**src/hdl/kfm64_pkg.sv**
```systemverilog
`timescale 1ns / 1ps
// Shared types and constants for the 64-bit key featurizer.
// No dependencies; every other file imports this package.
package kfm64_pkg;

  localparam int KEY_LEN_W       = 16;
  localparam int DEF_LENGTH_BITS = 16;
  localparam int LEN_MAX_BITS    = 31;
  localparam int CQ_DEPTH        = 2;

  localparam logic [63:0] MIX_M      = 64'hc6a4a7935bd1e995;
  localparam int          MIX_R      = 47;
  localparam logic [31:0] SEED_RESET = 32'd588503011;

  // Largest decimal literal is 2^63-1: value / 10 and value % 10.
  localparam logic [62:0] LIT_LIMIT = 63'd922337203685477580;
  localparam logic [3:0]  LIT_LAST  = 4'd7;

  localparam logic [7:0] CHAR_MARK = 8'h23;
  localparam logic [7:0] CHAR_ZERO = 8'h30;
  localparam logic [7:0] CHAR_NINE = 8'h39;

  localparam logic [1:0] KIND_EMPTY   = 2'd0;
  localparam logic [1:0] KIND_LITERAL = 2'd1;
  localparam logic [1:0] KIND_PACKED  = 2'd2;
  localparam logic [1:0] KIND_HASHED  = 2'd3;

  // Work for the back end: optional hash start, optional word mix, optional result.
  typedef struct packed {
    logic                    init;
    logic [LEN_MAX_BITS-1:0] len;
    logic                    mix;
    logic [63:0]             word;
    logic                    fin;
    logic [1:0]              kind;
    logic                    tail;
    logic [63:0]             data;
  } cmd_t;

endpackage

```
**src/hdl/kfm64_in_if.sv**
```systemverilog
`timescale 1ns / 1ps
// Key byte channel: valid/ready plus one key byte with length and last mark.
// Depends on kfm64_pkg.
interface kfm64_in_if import kfm64_pkg::*; ();
  logic                 valid;
  logic                 ready;
  logic [7:0]           key_byte;
  logic [KEY_LEN_W-1:0] key_length;
  logic                 last_byte;

  modport source (output valid, output key_byte, output key_length, output last_byte,
                  input ready);
  modport sink (input valid, input key_byte, input key_length, input last_byte,
                output ready);
endinterface

```
**src/hdl/kfm64_out_if.sv**
```systemverilog
`timescale 1ns / 1ps
// Feature channel: valid/ready plus the 64-bit feature and its kind.
// Depends on kfm64_pkg.
interface kfm64_out_if import kfm64_pkg::*; ();
  logic               valid;
  logic               ready;
  logic signed [63:0] feature;
  logic [1:0]         feature_kind;

  modport source (output valid, output feature, output feature_kind, input ready);
  modport sink (input valid, input feature, input feature_kind, output ready);
endinterface

```
**src/hdl/kfm64_cfg_if.sv**
```systemverilog
`timescale 1ns / 1ps
// Configuration write channel: valid/ready plus the hash seed.
// Depends on kfm64_pkg.
interface kfm64_cfg_if import kfm64_pkg::*; ();
  logic        valid;
  logic        ready;
  logic [31:0] hash_seed;

  modport source (output valid, output hash_seed, input ready);
  modport sink (input valid, input hash_seed, output ready);
endinterface

```
**src/hdl/kfm64_front.sv**
```systemverilog
`timescale 1ns / 1ps
// Front end: takes key bytes, tracks the literal check and word packing,
// and issues back-end commands. Depends on kfm64_pkg, kfm64_in_if.
module kfm64_front import kfm64_pkg::*; #(
  parameter int LENGTH_BITS = DEF_LENGTH_BITS
) (
  input  logic       clk,
  input  logic       rst,
  kfm64_in_if.sink   key_in,
  output cmd_t       cmd,
  output logic       cmd_valid,
  input  logic       cmd_ready
);

  logic [LENGTH_BITS-1:0] byte_index;
  logic [63:0]            word_buf;
  logic [62:0]            literal_acc;
  logic                   literal_ok;
  logic                   leading_hash_mark;

  logic [LENGTH_BITS+KEY_LEN_W-1:0] wide_len;
  logic [LENGTH_BITS-1:0]           len;
  logic                             accept;
  logic                             len_zero;
  logic                             first;
  logic                             is_digit;
  logic [3:0]                       digit;
  logic                             fits;
  logic [62:0]                      lit_x10;
  logic                             lead_next;
  logic                             ok_next;
  logic [62:0]                      lacc_next;
  logic [63:0]                      wb_or;
  logic [LENGTH_BITS-1:0]           bi_next;
  logic                             mix;
  logic [63:0]                      wb_after;
  logic                             short_key;

  assign key_in.ready = cmd_ready;
  assign accept       = key_in.valid && key_in.ready;

  assign wide_len = {{LENGTH_BITS{1'b0}}, key_in.key_length};
  assign len      = wide_len[LENGTH_BITS-1:0];
  assign len_zero = (len == '0);
  assign first    = (byte_index == '0);
  assign is_digit = (key_in.key_byte >= CHAR_ZERO) && (key_in.key_byte <= CHAR_NINE);
  assign digit    = key_in.key_byte[3:0];
  assign fits     = (literal_acc < LIT_LIMIT) ||
                    ((literal_acc == LIT_LIMIT) && (digit <= LIT_LAST));
  assign lit_x10  = (literal_acc << 3) + (literal_acc << 1) + 63'(digit);

  always_comb begin
    lead_next = leading_hash_mark;
    ok_next   = literal_ok;
    lacc_next = literal_acc;
    if (first) begin
      lead_next = (key_in.key_byte == CHAR_MARK);
      ok_next   = 1'b0;
      lacc_next = '0;
    end else if (leading_hash_mark) begin
      if (is_digit && fits) begin
        lacc_next = lit_x10;
        ok_next   = 1'b1;
      end else begin
        lead_next = 1'b0;
        ok_next   = 1'b0;
      end
    end
  end

  assign wb_or     = word_buf | (64'(key_in.key_byte) << {byte_index[2:0], 3'b000});
  assign bi_next   = byte_index + 1'b1;
  assign mix       = (bi_next[2:0] == 3'd0);
  assign wb_after  = mix ? 64'd0 : wb_or;
  assign short_key = (bi_next[LENGTH_BITS-1:3] == '0);

  always_comb begin
    cmd      = '0;
    cmd.len  = LEN_MAX_BITS'(len);
    cmd.word = wb_or;
    if (len_zero) begin
      cmd.fin  = 1'b1;
      cmd.kind = KIND_EMPTY;
    end else begin
      cmd.init = first;
      cmd.mix  = mix;
      cmd.fin  = key_in.last_byte;
      if (lead_next && ok_next) begin
        cmd.kind = KIND_LITERAL;
        cmd.data = {1'b0, lacc_next};
      end else if (short_key) begin
        cmd.kind = KIND_PACKED;
        cmd.data = wb_after;
      end else begin
        cmd.kind = KIND_HASHED;
        cmd.data = wb_after;
        cmd.tail = (bi_next[2:0] != 3'd0);
      end
    end
  end

  assign cmd_valid = accept && (cmd.init || cmd.mix || cmd.fin);

  always_ff @(posedge clk) begin
    if (rst) begin
      byte_index        <= '0;
      word_buf          <= '0;
      literal_acc       <= '0;
      literal_ok        <= 1'b0;
      leading_hash_mark <= 1'b0;
    end else if (accept) begin
      // empty key or end of key: drop everything for the next key
      if (len_zero || key_in.last_byte) begin
        byte_index        <= '0;
        word_buf          <= '0;
        literal_acc       <= '0;
        literal_ok        <= 1'b0;
        leading_hash_mark <= 1'b0;
      end else begin
        byte_index        <= bi_next;
        word_buf          <= wb_after;
        literal_acc       <= lacc_next;
        literal_ok        <= ok_next;
        leading_hash_mark <= lead_next;
      end
    end
  end

  a_key_restart: assert property (@(posedge clk) disable iff (rst)
    accept && key_in.last_byte |=> (byte_index == '0) && !leading_hash_mark)
    else $error("front state not cleared after end of key");

  a_push_room: assert property (@(posedge clk) disable iff (rst)
    cmd_valid |-> cmd_ready)
    else $error("command issued without queue room");

endmodule

```
**src/hdl/kfm64_cmd_fifo.sv**
```systemverilog
`timescale 1ns / 1ps
// Short command queue between front and back end, held in registers.
// Depends on kfm64_pkg (cmd_t, CQ_DEPTH).
module kfm64_cmd_fifo import kfm64_pkg::*; (
  input  logic clk,
  input  logic rst,
  input  cmd_t push_cmd,
  input  logic push,
  output logic push_ready,
  output cmd_t pop_cmd,
  output logic pop_valid,
  input  logic pop
);

  localparam int PTR_W = (CQ_DEPTH > 1) ? $clog2(CQ_DEPTH) : 1;
  localparam int CNT_W = $clog2(CQ_DEPTH + 1);

  cmd_t             entry [CQ_DEPTH];
  logic [PTR_W-1:0] wptr;
  logic [PTR_W-1:0] rptr;
  logic [CNT_W-1:0] count;

  assign push_ready = (count != CNT_W'(CQ_DEPTH));
  assign pop_valid  = (count != '0);
  assign pop_cmd    = entry[rptr];

  always_ff @(posedge clk) begin
    if (push) begin
      entry[wptr] <= push_cmd;
    end
  end

  always_ff @(posedge clk) begin
    if (rst) begin
      wptr  <= '0;
      rptr  <= '0;
      count <= '0;
    end else begin
      if (push) begin
        wptr <= (wptr == PTR_W'(CQ_DEPTH - 1)) ? '0 : wptr + 1'b1;
      end
      if (pop) begin
        rptr <= (rptr == PTR_W'(CQ_DEPTH - 1)) ? '0 : rptr + 1'b1;
      end
      count <= count + CNT_W'(push) - CNT_W'(pop);
    end
  end

  a_count_bound: assert property (@(posedge clk) disable iff (rst)
    count <= CNT_W'(CQ_DEPTH))
    else $error("command queue overfilled");

  a_no_underflow: assert property (@(posedge clk) disable iff (rst)
    pop |-> count != '0)
    else $error("pop from empty command queue");

endmodule

```
**src/hdl/kfm64_back.sv**
```systemverilog
`timescale 1ns / 1ps
// Back end: runs hash start, word mixing and finalization on one shared
// 32x32 multiplier, holds the seed and the output register. Depends on kfm64_pkg.
module kfm64_back import kfm64_pkg::*; (
  input  logic        clk,
  input  logic        rst,
  input  cmd_t        cq_cmd,
  input  logic        cq_valid,
  output logic        cq_pop,
  kfm64_cfg_if.sink   seed_cfg,
  kfm64_out_if.source feat_out
);

  localparam logic [3:0] S_IDLE = 4'd0;
  localparam logic [3:0] S_INIT = 4'd1;
  localparam logic [3:0] S_MIX1 = 4'd2;
  localparam logic [3:0] S_MIX2 = 4'd3;
  localparam logic [3:0] S_MIX3 = 4'd4;
  localparam logic [3:0] S_FIN0 = 4'd5;
  localparam logic [3:0] S_TAIL = 4'd6;
  localparam logic [3:0] S_FIN1 = 4'd7;
  localparam logic [3:0] S_OUT  = 4'd8;

  logic [3:0]  state;
  logic [3:0]  state_next;
  logic [1:0]  step;
  logic [63:0] mul_x;
  logic [63:0] mul_x_next;
  logic [63:0] mp;
  logic [63:0] acc;
  logic [63:0] h;
  logic [63:0] h_next;
  cmd_t        cmd;
  cmd_t        cmd_next;
  logic [63:0] res;
  logic [63:0] res_next;
  logic [1:0]  res_kind;
  logic [1:0]  res_kind_next;
  logic [31:0] seed;
  logic        ov;
  logic [63:0] feature;
  logic [1:0]  feature_kind;

  logic        in_mul;
  logic        done;
  logic [31:0] mul_a;
  logic [31:0] mul_b;
  logic [63:0] r;
  logic        load_out;

  assign seed_cfg.ready = 1'b1;

  assign in_mul = (state == S_INIT) || (state == S_MIX1) || (state == S_MIX2) ||
                  (state == S_MIX3) || (state == S_TAIL) || (state == S_FIN1);
  assign done   = in_mul && (step == 2'd3);
  // low 64 bits of x*M: lo*lo + ((lo*hi + hi*lo) << 32), one partial a cycle
  assign mul_a  = (step == 2'd2) ? mul_x[63:32] : mul_x[31:0];
  assign mul_b  = (step == 2'd1) ? MIX_M[63:32] : MIX_M[31:0];
  assign r      = acc + {mp[31:0], 32'd0};

  always_comb begin
    logic [63:0] fz;
    fz            = r ^ (r >> MIX_R);
    state_next    = state;
    mul_x_next    = mul_x;
    h_next        = h;
    cmd_next      = cmd;
    res_next      = res;
    res_kind_next = res_kind;
    cq_pop        = 1'b0;
    load_out      = 1'b0;
    case (state)
      S_IDLE: begin
        if (cq_valid) begin
          cq_pop   = 1'b1;
          cmd_next = cq_cmd;
          if (cq_cmd.init) begin
            state_next = S_INIT;
            mul_x_next = 64'(cq_cmd.len);
          end else if (cq_cmd.mix) begin
            state_next = S_MIX1;
            mul_x_next = cq_cmd.word;
          end else begin
            state_next = S_FIN0;
          end
        end
      end
      S_INIT: begin
        if (done) begin
          h_next = {32'd0, seed} ^ r;
          if (cmd.mix) begin
            state_next = S_MIX1;
            mul_x_next = cmd.word;
          end else begin
            state_next = S_FIN0;
          end
        end
      end
      S_MIX1: begin
        if (done) begin
          mul_x_next = fz;
          state_next = S_MIX2;
        end
      end
      S_MIX2: begin
        if (done) begin
          h_next     = h ^ r;
          mul_x_next = h ^ r;
          state_next = S_MIX3;
        end
      end
      S_MIX3: begin
        if (done) begin
          h_next     = r;
          state_next = S_FIN0;
        end
      end
      S_FIN0: begin
        if (!cmd.fin) begin
          state_next = S_IDLE;
        end else if (cmd.kind != KIND_HASHED) begin
          res_next      = cmd.data;
          res_kind_next = cmd.kind;
          state_next    = S_OUT;
        end else if (cmd.tail) begin
          mul_x_next = h ^ cmd.data;
          state_next = S_TAIL;
        end else begin
          mul_x_next = h ^ (h >> MIX_R);
          state_next = S_FIN1;
        end
      end
      S_TAIL: begin
        if (done) begin
          mul_x_next = fz;
          state_next = S_FIN1;
        end
      end
      S_FIN1: begin
        if (done) begin
          // make positive, wrapping for the most negative value, then tag
          if ((fz == 64'd0) || fz[63]) begin
            fz = 64'd0 - fz;
          end
          res_next      = fz | (64'd1 << 56);
          res_kind_next = KIND_HASHED;
          state_next    = S_OUT;
        end
      end
      S_OUT: begin
        if (!ov || feat_out.ready) begin
          load_out   = 1'b1;
          state_next = S_IDLE;
        end
      end
      default: begin
        state_next = S_IDLE;
      end
    endcase
  end

  always_ff @(posedge clk) begin
    if (rst) begin
      state <= S_IDLE;
      step  <= 2'd0;
      seed  <= SEED_RESET;
      ov    <= 1'b0;
    end else begin
      state <= state_next;
      step  <= in_mul ? step + 2'd1 : 2'd0;
      if (seed_cfg.valid) begin
        seed <= seed_cfg.hash_seed;
      end
      if (load_out) begin
        ov <= 1'b1;
      end else if (feat_out.ready) begin
        ov <= 1'b0;
      end
    end
  end

  always_ff @(posedge clk) begin
    mul_x    <= mul_x_next;
    h        <= h_next;
    cmd      <= cmd_next;
    res      <= res_next;
    res_kind <= res_kind_next;
    mp       <= mul_a * mul_b;
    if (step == 2'd1) begin
      acc <= mp;
    end else if (step == 2'd2) begin
      acc <= r;
    end
    if (load_out) begin
      feature      <= res;
      feature_kind <= res_kind;
    end
  end

  assign feat_out.valid        = ov;
  assign feat_out.feature      = feature;
  assign feat_out.feature_kind = feature_kind;

  a_step_advance: assert property (@(posedge clk) disable iff (rst)
    in_mul && (step != 2'd3) |=> step == $past(step) + 2'd1)
    else $error("multiplier step sequence broken");

  a_step_idle: assert property (@(posedge clk) disable iff (rst)
    (step != 2'd0) |-> in_mul)
    else $error("multiplier step running outside a multiply");

  a_pop_idle: assert property (@(posedge clk) disable iff (rst)
    cq_pop |-> (state == S_IDLE) && cq_valid)
    else $error("command taken while busy");

endmodule

```
**src/hdl/key_featurizer_murmur64_core.sv**
```systemverilog
`timescale 1ns / 1ps
// Key featurizer top level: front end, command queue, back end.
// Depends on kfm64_pkg, the channel interfaces and the three submodules.
//
// One key byte is taken per cycle while the two-entry command queue has room.
// The back end does all 64-bit multiplies by the mixing constant on one
// 32x32 multiplier, from partial products: starting a key takes one
// multiply, mixing each full 8-byte word three, and finishing a hashed key
// one or two, after which the result is loaded into the output register.
// Empty, literal and packed keys need no finishing multiply; a last byte
// that also starts the key adds the start multiply, one that closes a word
// adds the word mix. The seed may be written at any idle time and applies
// from the next key start.
module key_featurizer_murmur64_core import kfm64_pkg::*; #(
  parameter int LENGTH_BITS = DEF_LENGTH_BITS
) (
  input logic         clk,
  input logic         rst,
  kfm64_in_if.sink    key_in,
  kfm64_cfg_if.sink   seed_cfg,
  kfm64_out_if.source feat_out
);

  cmd_t fe_cmd;
  logic fe_valid;
  logic cq_ready;
  cmd_t cq_cmd;
  logic cq_valid;
  logic cq_pop;

  kfm64_front #(
    .LENGTH_BITS (LENGTH_BITS)
  ) u_front (
    .clk       (clk),
    .rst       (rst),
    .key_in    (key_in),
    .cmd       (fe_cmd),
    .cmd_valid (fe_valid),
    .cmd_ready (cq_ready)
  );

  kfm64_cmd_fifo u_cmd_fifo (
    .clk        (clk),
    .rst        (rst),
    .push_cmd   (fe_cmd),
    .push       (fe_valid),
    .push_ready (cq_ready),
    .pop_cmd    (cq_cmd),
    .pop_valid  (cq_valid),
    .pop        (cq_pop)
  );

  kfm64_back u_back (
    .clk      (clk),
    .rst      (rst),
    .cq_cmd   (cq_cmd),
    .cq_valid (cq_valid),
    .cq_pop   (cq_pop),
    .seed_cfg (seed_cfg),
    .feat_out (feat_out)
  );

endmodule
```
**src/flat_wrapper.sv**
```systemverilog
// flat-port wrapper written by rule: the top's interface ports become plain ports
module key_featurizer_murmur64_core_flat import kfm64_pkg::*;
#(
  parameter int LENGTH_BITS = DEF_LENGTH_BITS
)
  (clk, rst, key_in_valid, key_in_key_byte, key_in_key_length, key_in_last_byte, key_in_ready, seed_cfg_valid, seed_cfg_hash_seed, seed_cfg_ready, feat_out_valid, feat_out_feature, feat_out_feature_kind, feat_out_ready);
  kfm64_in_if key_in_i ();
  kfm64_cfg_if seed_cfg_i ();
  kfm64_out_if feat_out_i ();
  input logic clk;
  input logic rst;
  input wire logic [$bits(key_in_i.valid)-1:0] key_in_valid;
  input wire logic [$bits(key_in_i.key_byte)-1:0] key_in_key_byte;
  input wire logic [$bits(key_in_i.key_length)-1:0] key_in_key_length;
  input wire logic [$bits(key_in_i.last_byte)-1:0] key_in_last_byte;
  output wire logic [$bits(key_in_i.ready)-1:0] key_in_ready;
  input wire logic [$bits(seed_cfg_i.valid)-1:0] seed_cfg_valid;
  input wire logic [$bits(seed_cfg_i.hash_seed)-1:0] seed_cfg_hash_seed;
  output wire logic [$bits(seed_cfg_i.ready)-1:0] seed_cfg_ready;
  output wire logic [$bits(feat_out_i.valid)-1:0] feat_out_valid;
  output wire logic [$bits(feat_out_i.feature)-1:0] feat_out_feature;
  output wire logic [$bits(feat_out_i.feature_kind)-1:0] feat_out_feature_kind;
  input wire logic [$bits(feat_out_i.ready)-1:0] feat_out_ready;
  assign key_in_i.valid = key_in_valid;
  assign key_in_i.key_byte = key_in_key_byte;
  assign key_in_i.key_length = key_in_key_length;
  assign key_in_i.last_byte = key_in_last_byte;
  assign key_in_ready = key_in_i.ready;
  assign seed_cfg_i.valid = seed_cfg_valid;
  assign seed_cfg_i.hash_seed = seed_cfg_hash_seed;
  assign seed_cfg_ready = seed_cfg_i.ready;
  assign feat_out_valid = feat_out_i.valid;
  assign feat_out_feature = feat_out_i.feature;
  assign feat_out_feature_kind = feat_out_i.feature_kind;
  assign feat_out_i.ready = feat_out_ready;
  key_featurizer_murmur64_core #(.LENGTH_BITS(LENGTH_BITS)) u_core (.clk(clk), .rst(rst), .key_in(key_in_i), .seed_cfg(seed_cfg_i), .feat_out(feat_out_i));
endmodule
```
**config.mk**
```make
export PLATFORM = sky130hd
export DESIGN_NAME = key_featurizer_murmur64_core_flat
export DESIGN_NICKNAME = d
export VERILOG_FILES = /design/src/hdl/kfm64_pkg.sv /design/src/hdl/kfm64_in_if.sv /design/src/hdl/kfm64_out_if.sv /design/src/hdl/kfm64_cfg_if.sv /design/src/hdl/kfm64_front.sv /design/src/hdl/kfm64_cmd_fifo.sv /design/src/hdl/kfm64_back.sv /design/src/hdl/key_featurizer_murmur64_core.sv /design/src/flat_wrapper.sv
export SDC_FILE = /design/constraint.sdc
export NUM_CORES = 2
export LEC_CHECK = 0
export BUFFER_PORTS_ARGS = -buffer_cell sky130_fd_sc_hd__buf_2
export CAP_MARGIN = 20
export CORE_MARGIN = 2
export CORE_UTILIZATION = 60
export CTS_CLUSTER_DIAMETER = 50
export DETAILED_ROUTE_END_ITERATION = 8
export PLACE_DENSITY = 0.77
export SLEW_MARGIN = 15
export SYNTH_ARGS = -nofsm -noshare
export SYNTH_HDL_FRONTEND = slang
export SYNTH_SLANG_ARGS = --single-unit
```
**constraint.sdc**
```tcl
create_clock -name clk -period 17.5 [get_ports clk]
set_clock_uncertainty 0.1 [all_clocks]
set_input_delay 0.875 -clock clk [delete_from_list [all_inputs] [get_ports clk]]
set_output_delay 0.875 -clock clk [all_outputs]
set_load 0.03 [all_outputs]
```
## Word-level counts from Yosys, hierarchy flattened

Memory sizes are Yosys's and may differ from the RTL's. A register that Yosys moved wholly into a read port is not among the register bits.
Index checks and enable logic that the tools add are counted.

- Register bits after elaboration: 709
- Bits in writable memories: 300
- Bits of input ports: 62
- Output and inout bits: 69
- Word-level logic and storage cells: 195
- Memories kept: 1

Memories:

| name | words | bits a word | rd ports | clocked after Yosys merged registers in | write ports | line | source |
|---|---|---|---|---|---|---|---|
| u_core.u_cmd_fifo.entry | 2 | 150 | 1 | 1 | 1 | kfm64_cmd_fifo.sv:18 | `cmd_t entry [CQ_DEPTH];` |

- Add/sub/neg operators: 10
- Multiply operators: 1
- Order comparisons: 4
- Equality and inequality tests: 29
- Shift operators: 1
- Multiplexer cells: 77
- Bitwise operators: 7
- Reduce and logical (&&, ||, !) cells: 39

Operators with widths:

| cell | count |
|---|---|
| $mux W64 | 21 |
| $pmux W64 S5 | 1 |
| $mux W63 | 4 |
| $pmux W64 S3 | 1 |
| $pmux W64 S2 | 1 |
| $xor A64 B17 Y64 | 2 |
| $xor A64 B64 Y64 | 2 |
| $mux W65 | 1 |
| $add A64 B64 Y64 | 1 |
| $logic_not A64 Y1 | 1 |
| $mul A32 B32 Y64 | 1 |
| $mux W32 | 2 |
| $or A64 B64 Y64 | 1 |
| $shl A8 B6 Y64 | 1 |
| $sub A1 B64 Y64 const A | 1 |
| $xor A32 B64 Y64 | 1 |
| $add A63 B4 Y63 | 1 |
| $add A63 B63 Y63 | 1 |
| $eq A63 B60 Y1 const B | 1 |
| $lt A63 B60 Y1 const B | 1 |
| $mux W4 | 10 |
| $pmux W4 S9 | 1 |
| $logic_not A16 Y1 | 2 |
| $ne A2 B2 Y1 const B | 13 |
| 37 further kinds | 96 |

## Logic depth before layout (Yosys ltp)

- Word-level depth: 14
- Depth in mapped cells: 38
- Mapped depth without buffers: 36

## Modules after synthesis

Synthesis repeated with hierarchy kept, for this count alone.

- Cell total of the unflattened synthesis: 6895
- Area, all modules: 75573.7 um2

By module, submodules not included:

| module | times used | cells each | area an instance (um2) |
|---|---|---|---|
| kfm64_back | 1 | 4812 | 51632.0 |
| kfm64_cmd_fifo | 1 | 534 | 12180.4 |
| kfm64_front | 1 | 1549 | 11761.3 |

## Worst setup path before layout

Ideal clock, no wire load.

- Path kind: register to register
- Start: register u_core.u_front.byte_index[0]
- End: memory u_core.u_cmd_fifo.entry[0][0] (netlist name) (enable)
- Setup time: 843 ps
- Arrival: 12059 ps
- Path slack: 4498 ps
- Cell stages (with the launch flop): 9
- Buffers on the path: 1
- Clock period less this slack: 13002 ps
- Cells stage by stage: dfxtp_1 > inv_1 > ha_1 > or4b_2 > nor3_1 > and3_1 > clkbuf_1 > nor3_1 > nor3_1

- Cells in the longest elaborated chain, start to end: 8
- Elaborated cells between the ends (all ways): 10
- Classes of those cells: add/sub: 1; mux: 4; reduce/logical: 5

RTL lines:

| element | line | source |
|---|---|---|
| from (decl) | kfm64_front.sv:15 | `logic [LENGTH_BITS-1:0] byte_index;` |
| from (signal assigned) | kfm64_front.sv:120 | `byte_index <= bi_next;` |
| $add A16 B1 Y16 | kfm64_front.sv:72 | `assign bi_next = byte_index + 1'b1;` |
| $logic_not A3 Y1 | kfm64_front.sv:73 | `assign mix = (bi_next[2:0] == 3'd0);` |
| $mux W1 | kfm64_front.sv:81 | `if (len_zero) begin` |
| $logic_or A1 B1 Y1 * (2 in series) | kfm64_front.sv:102 | `assign cmd_valid = accept && (cmd.init \|\| cmd.mix \|\| cmd.fin);` |
| $logic_and A1 B1 Y1 * | kfm64_front.sv:102 |  |
| $mux W1 * | kfm64_cmd_fifo.sv:28 | `if (push) begin` |
| $mux W1 (not written as such) * | kfm64_cmd_fifo.sv:29 | `entry[wptr] <= push_cmd;` |
| to (decl) | kfm64_cmd_fifo.sv:18 |  |

Every way passes the cells marked *; elsewhere a longest branch is shown, timed or not.

## Worst setup path in the final report

- Start: register u_core.u_back.step[0]
- End: register u_core.u_back.mp[63]

- Cells in the longest elaborated chain, start to end: 3
- Elaborated cells between the ends (all ways): 5
- Classes of those cells: mul: 1; eq/ne: 2; mux: 2

RTL lines:

| element | line | source |
|---|---|---|
| from (decl) | kfm64_back.sv:26 | `logic [1:0] step;` |
| from (signal assigned) | kfm64_back.sv:170 | `step <= in_mul ? step + 2'd1 : 2'd0;` |
| $eq A2 B2 Y1 or $eq A2 B1 Y1 (tied branches) | kfm64_back.sv:57, kfm64_back.sv:58 |  |
| $mux W32, on equally long branches | kfm64_back.sv:57, kfm64_back.sv:58 |  |
| $mul A32 B32 Y64 * | kfm64_back.sv:188 | `mp <= mul_a * mul_b;` |
| to (signal assigned) | kfm64_back.sv:188 |  |
| to (decl) | kfm64_back.sv:29 | `logic [63:0] mp;` |

Marks and branches as above.
A chain may end at the register's enable or synchronous reset.

==> run_results.csv <==
group,metric,value,unit
outcome,status,"finished, final reports clean",
clock_tree,cts_buffers,113,
global_routing,antenna_found_initial,15,
route,vias,54000,
hold_path,hold_path_class,"in2reg",
global_routing,grt_util_all_layers,38.0,%
sta,max_freq,92.4,MHz
sta,drv_slew,0,
route,drt_pass1_iterations,9,
synth,post_synth.cell_area_avg,10.8,um^2
worst_setup_path,cp_slowest_cell,"mux2i_1",
worst_setup_path,crit_type,"reg2reg",
clock_tree,cts_tree,"yes",
route,wl_per_cell,28.0,um
synth,synth_area_leader_cell,"edfxtp_1",
synth,synth_area_leaders,"edfxtp_1, fa_1, ha_1",
synth,ys_types,106,
synth,yosysWarningCount,0,
place,dp_hpwl,184000,um
clock_tree,numClockSinks,1009,
floorplanning,num_rows,128,
synth,yosys-top-cells-count,"inv_1, edfxtp_1, fa_1, ha_1, nand2_1",
clock_tree,cts-root-buf,"clkbuf_16",
finish,design.final.nets,8021,
synth,yosysSeqAreaShare,38.0,%
route,avgViaCountPerCell,6.35,
route,wl,238000,um
route,remaining_drc_errors,0,
floorplanning,coreArea,121000,um^2
worst_setup_path,critPathCaptureType,"flip-flop",
run,max_cap_violations,0,
floorplanning,pin_count,131,
floorplanning,initial_core_util,60.2,%
sta,period_share,61.9,%
worst_setup_path,cp_data_arrival_time,11.31,ns
worst_setup_path,cpMostUsedCell,"fa_1",
clock_tree,htree_levels,3,
synth,synth_ff_type,"edfxtp_1",
clock_tree,clockBufferDepth,3,
sta,tns,0,ns
worst_setup_path,path_buf_inv,6,
sta,tightest_slew,1.24,ns
floorplanning,fp.dieW,353,um
sta,hold_viol,0,
route,first_iter_violations,7850,
clock_tree,hold_buffers,0,
floorplanning,die_h,353,um
sta,maxSlewHeadroom,17.5,%
synth,synth_edf_count,757,
sta,layout_min_cycle_time,10.82,ns
synth,synthArstFlopShare,0,%
global_routing,grt_max_degree,151,
clock_tree,cts_setup_buffers,0,
place,routabilityCongestion,1.03,
worst_setup_path,critical-path-top-delay-family,"adder cells",
sta,setup_violations,0,
synth,synthDominantCellAreaShare,31.1,%
sta,rsz0062_at_grt,"false",
synth,synth_area,73100,um^2
route,dr.max_layer_used,"met5",
global_routing,grt_pass1_wl,348000,um
finish,syn2layout_area_growth,8.48,%
floorplanning,die_area,125000,um^2
route,wirelength_met1,92000,um
synth,synth-seq-cells,1009,
clock_tree,cts_resized,0,
synth,synth.most_common_cell,"inv_1",
route,wl_met2,103000,um
clock_tree,clk_pin_slew,0.06,ns
worst_setup_path,critical_path_required,17.99,ns
route,drtAntennaViolNets,0,
finish,drive_gt1_share,9.72,%
global_routing,overflow,0,
clock_tree,clk_latency,0.76,ns
synth,syn_inst,6740,
global_routing,grt_pass1_vias,52800,
route,dr_wl_met3,29500,um
place,placement.io_buffers,129,
worst_setup_path,worstPathMaxFanout,32,
worst_setup_path,worst_setup_path_start_kind,"flip-flop",
worst_setup_path,cp_slowest_stage_delay,0.89,ns
layout make-up:
cell class,instances,area (um^2)
fillers,9388,42100
well taps,1625,2030
multi-input cells,4528,41000
repair buffers,211,1280
clock buffers,159,3140
clock inverters,51,677
diodes,4,10.0
inverters,913,3430
flip-flops and latches,1009,27800
through the flow:
stage | instances | setup WS [ns] | utilization [%] | cell area (um^2) | hold slack, ns
4_1_cts | 8496 | 6.75 | 65.3 | 79300 | 0.209
3_5_place_dp | 8286 | 6.86 | 62.2 | 75500 | 0.305
5_1_grt | 8496 | 6.35 | 65.3 | 79300 | 0.228
2_1_floorplan | 6742 | 4.50 | - | 73100 | 0.300
6_report | 8500 | 6.68 | 65.3 | 79300 | 0.229
3_3_place_gp | 8285 | 6.89 | 62.2 | 75500 | 0.301
routing by layer:
metal  global-route usage, %  vias to the layer above
li1                        -                    23300
met1                    52.7                    26800
met2                    56.4                     3343
met3                    9.48                      560
met4                    17.7                       12
met5                       0                        -
placed cells by master (no fill, tap or decap), types with 53 or more instances in the layout:
master / netlist / layout
mux2i_1: 54 / 53
fa_1: 627 / 627
nand3_1: 64 / 61
xnor2_1: 290 / 289
a21o_1: 140 / 140
o21ai_0: 223 / 222
dfxtp_1: 252 / 251
and2_1: 63 / 62
mux2_2: 195 / 195
nand2_1: 484 / 483
a22oi_1: 120 / 120
nor2_1: 402 / 397
xor2_1: 114 / 114
inv_1: 909 / 906
edfxtp_1: 757 / 757
a21oi_1: 393 / 392
nor3_1: 97 / 88
buf_4: 1 / 80
buf_2: 7 / 128
clkbuf_16: 0 / 113
ha_1: 556 / 553
logic make-up (layout without fill, tap and decap cells):
kind of cell	count (synthesis)	after routing	share of synthesized area (%)
DFF	1009	1009	38.0
adders and majority gates	1183	1183	26.7
other	2	8	0.0103
buffers and inverters	1205	1334	6.23
xor gates and xnor gates	410	410	5.02
AOI/OAI and AO/OA	1287	1287	11.5
and+or+nand+nor	1395	1395	8.82
muxes	249	249	3.74
registers in the layout, summed over array words and instances, names as in the netlist, 2 cells and up, named ones only:
name / count
u_core.u_front.word_buf: 64
u_core.u_back.mul_x: 64
u_core.u_back.seed: 32
u_core.u_back.feat_out.feature_kind: 2
u_core.u_back.mp: 64
u_core.u_back.acc: 64
u_core.u_front.byte_index: 16
u_core.u_back.step: 2
u_core.u_back.res_kind: 2
u_core.u_back.feat_out.feature: 64
u_core.u_cmd_fifo.entry: 300
u_core.u_back.res: 64
u_core.u_back.state: 4
u_core.u_cmd_fifo.count: 2
u_core.u_front.literal_acc: 63
u_core.u_back.h: 64
u_core.u_back.cmd: 133
path summary, 6_finish.rpt:
kind / startpoint / end / slack [ns] / cells past startpoint
min reg2reg: u_core.u_back.res[40] / u_core.u_back.feat_out.feature[40] / 0.31 / 0
max: u_core.u_back.step[0] / u_core.u_back.mp[63] / 6.68 / 29
min: seed_cfg_hash_seed[16] / u_core.u_back.seed[16] / 0.23 / 2
max reg2reg: u_core.u_back.step[0] / u_core.u_back.mp[63] / 6.68 / 29
Power is not shown: default switching activity piles up to over one toggle a cycle in this logic, so the estimate is an artifact.
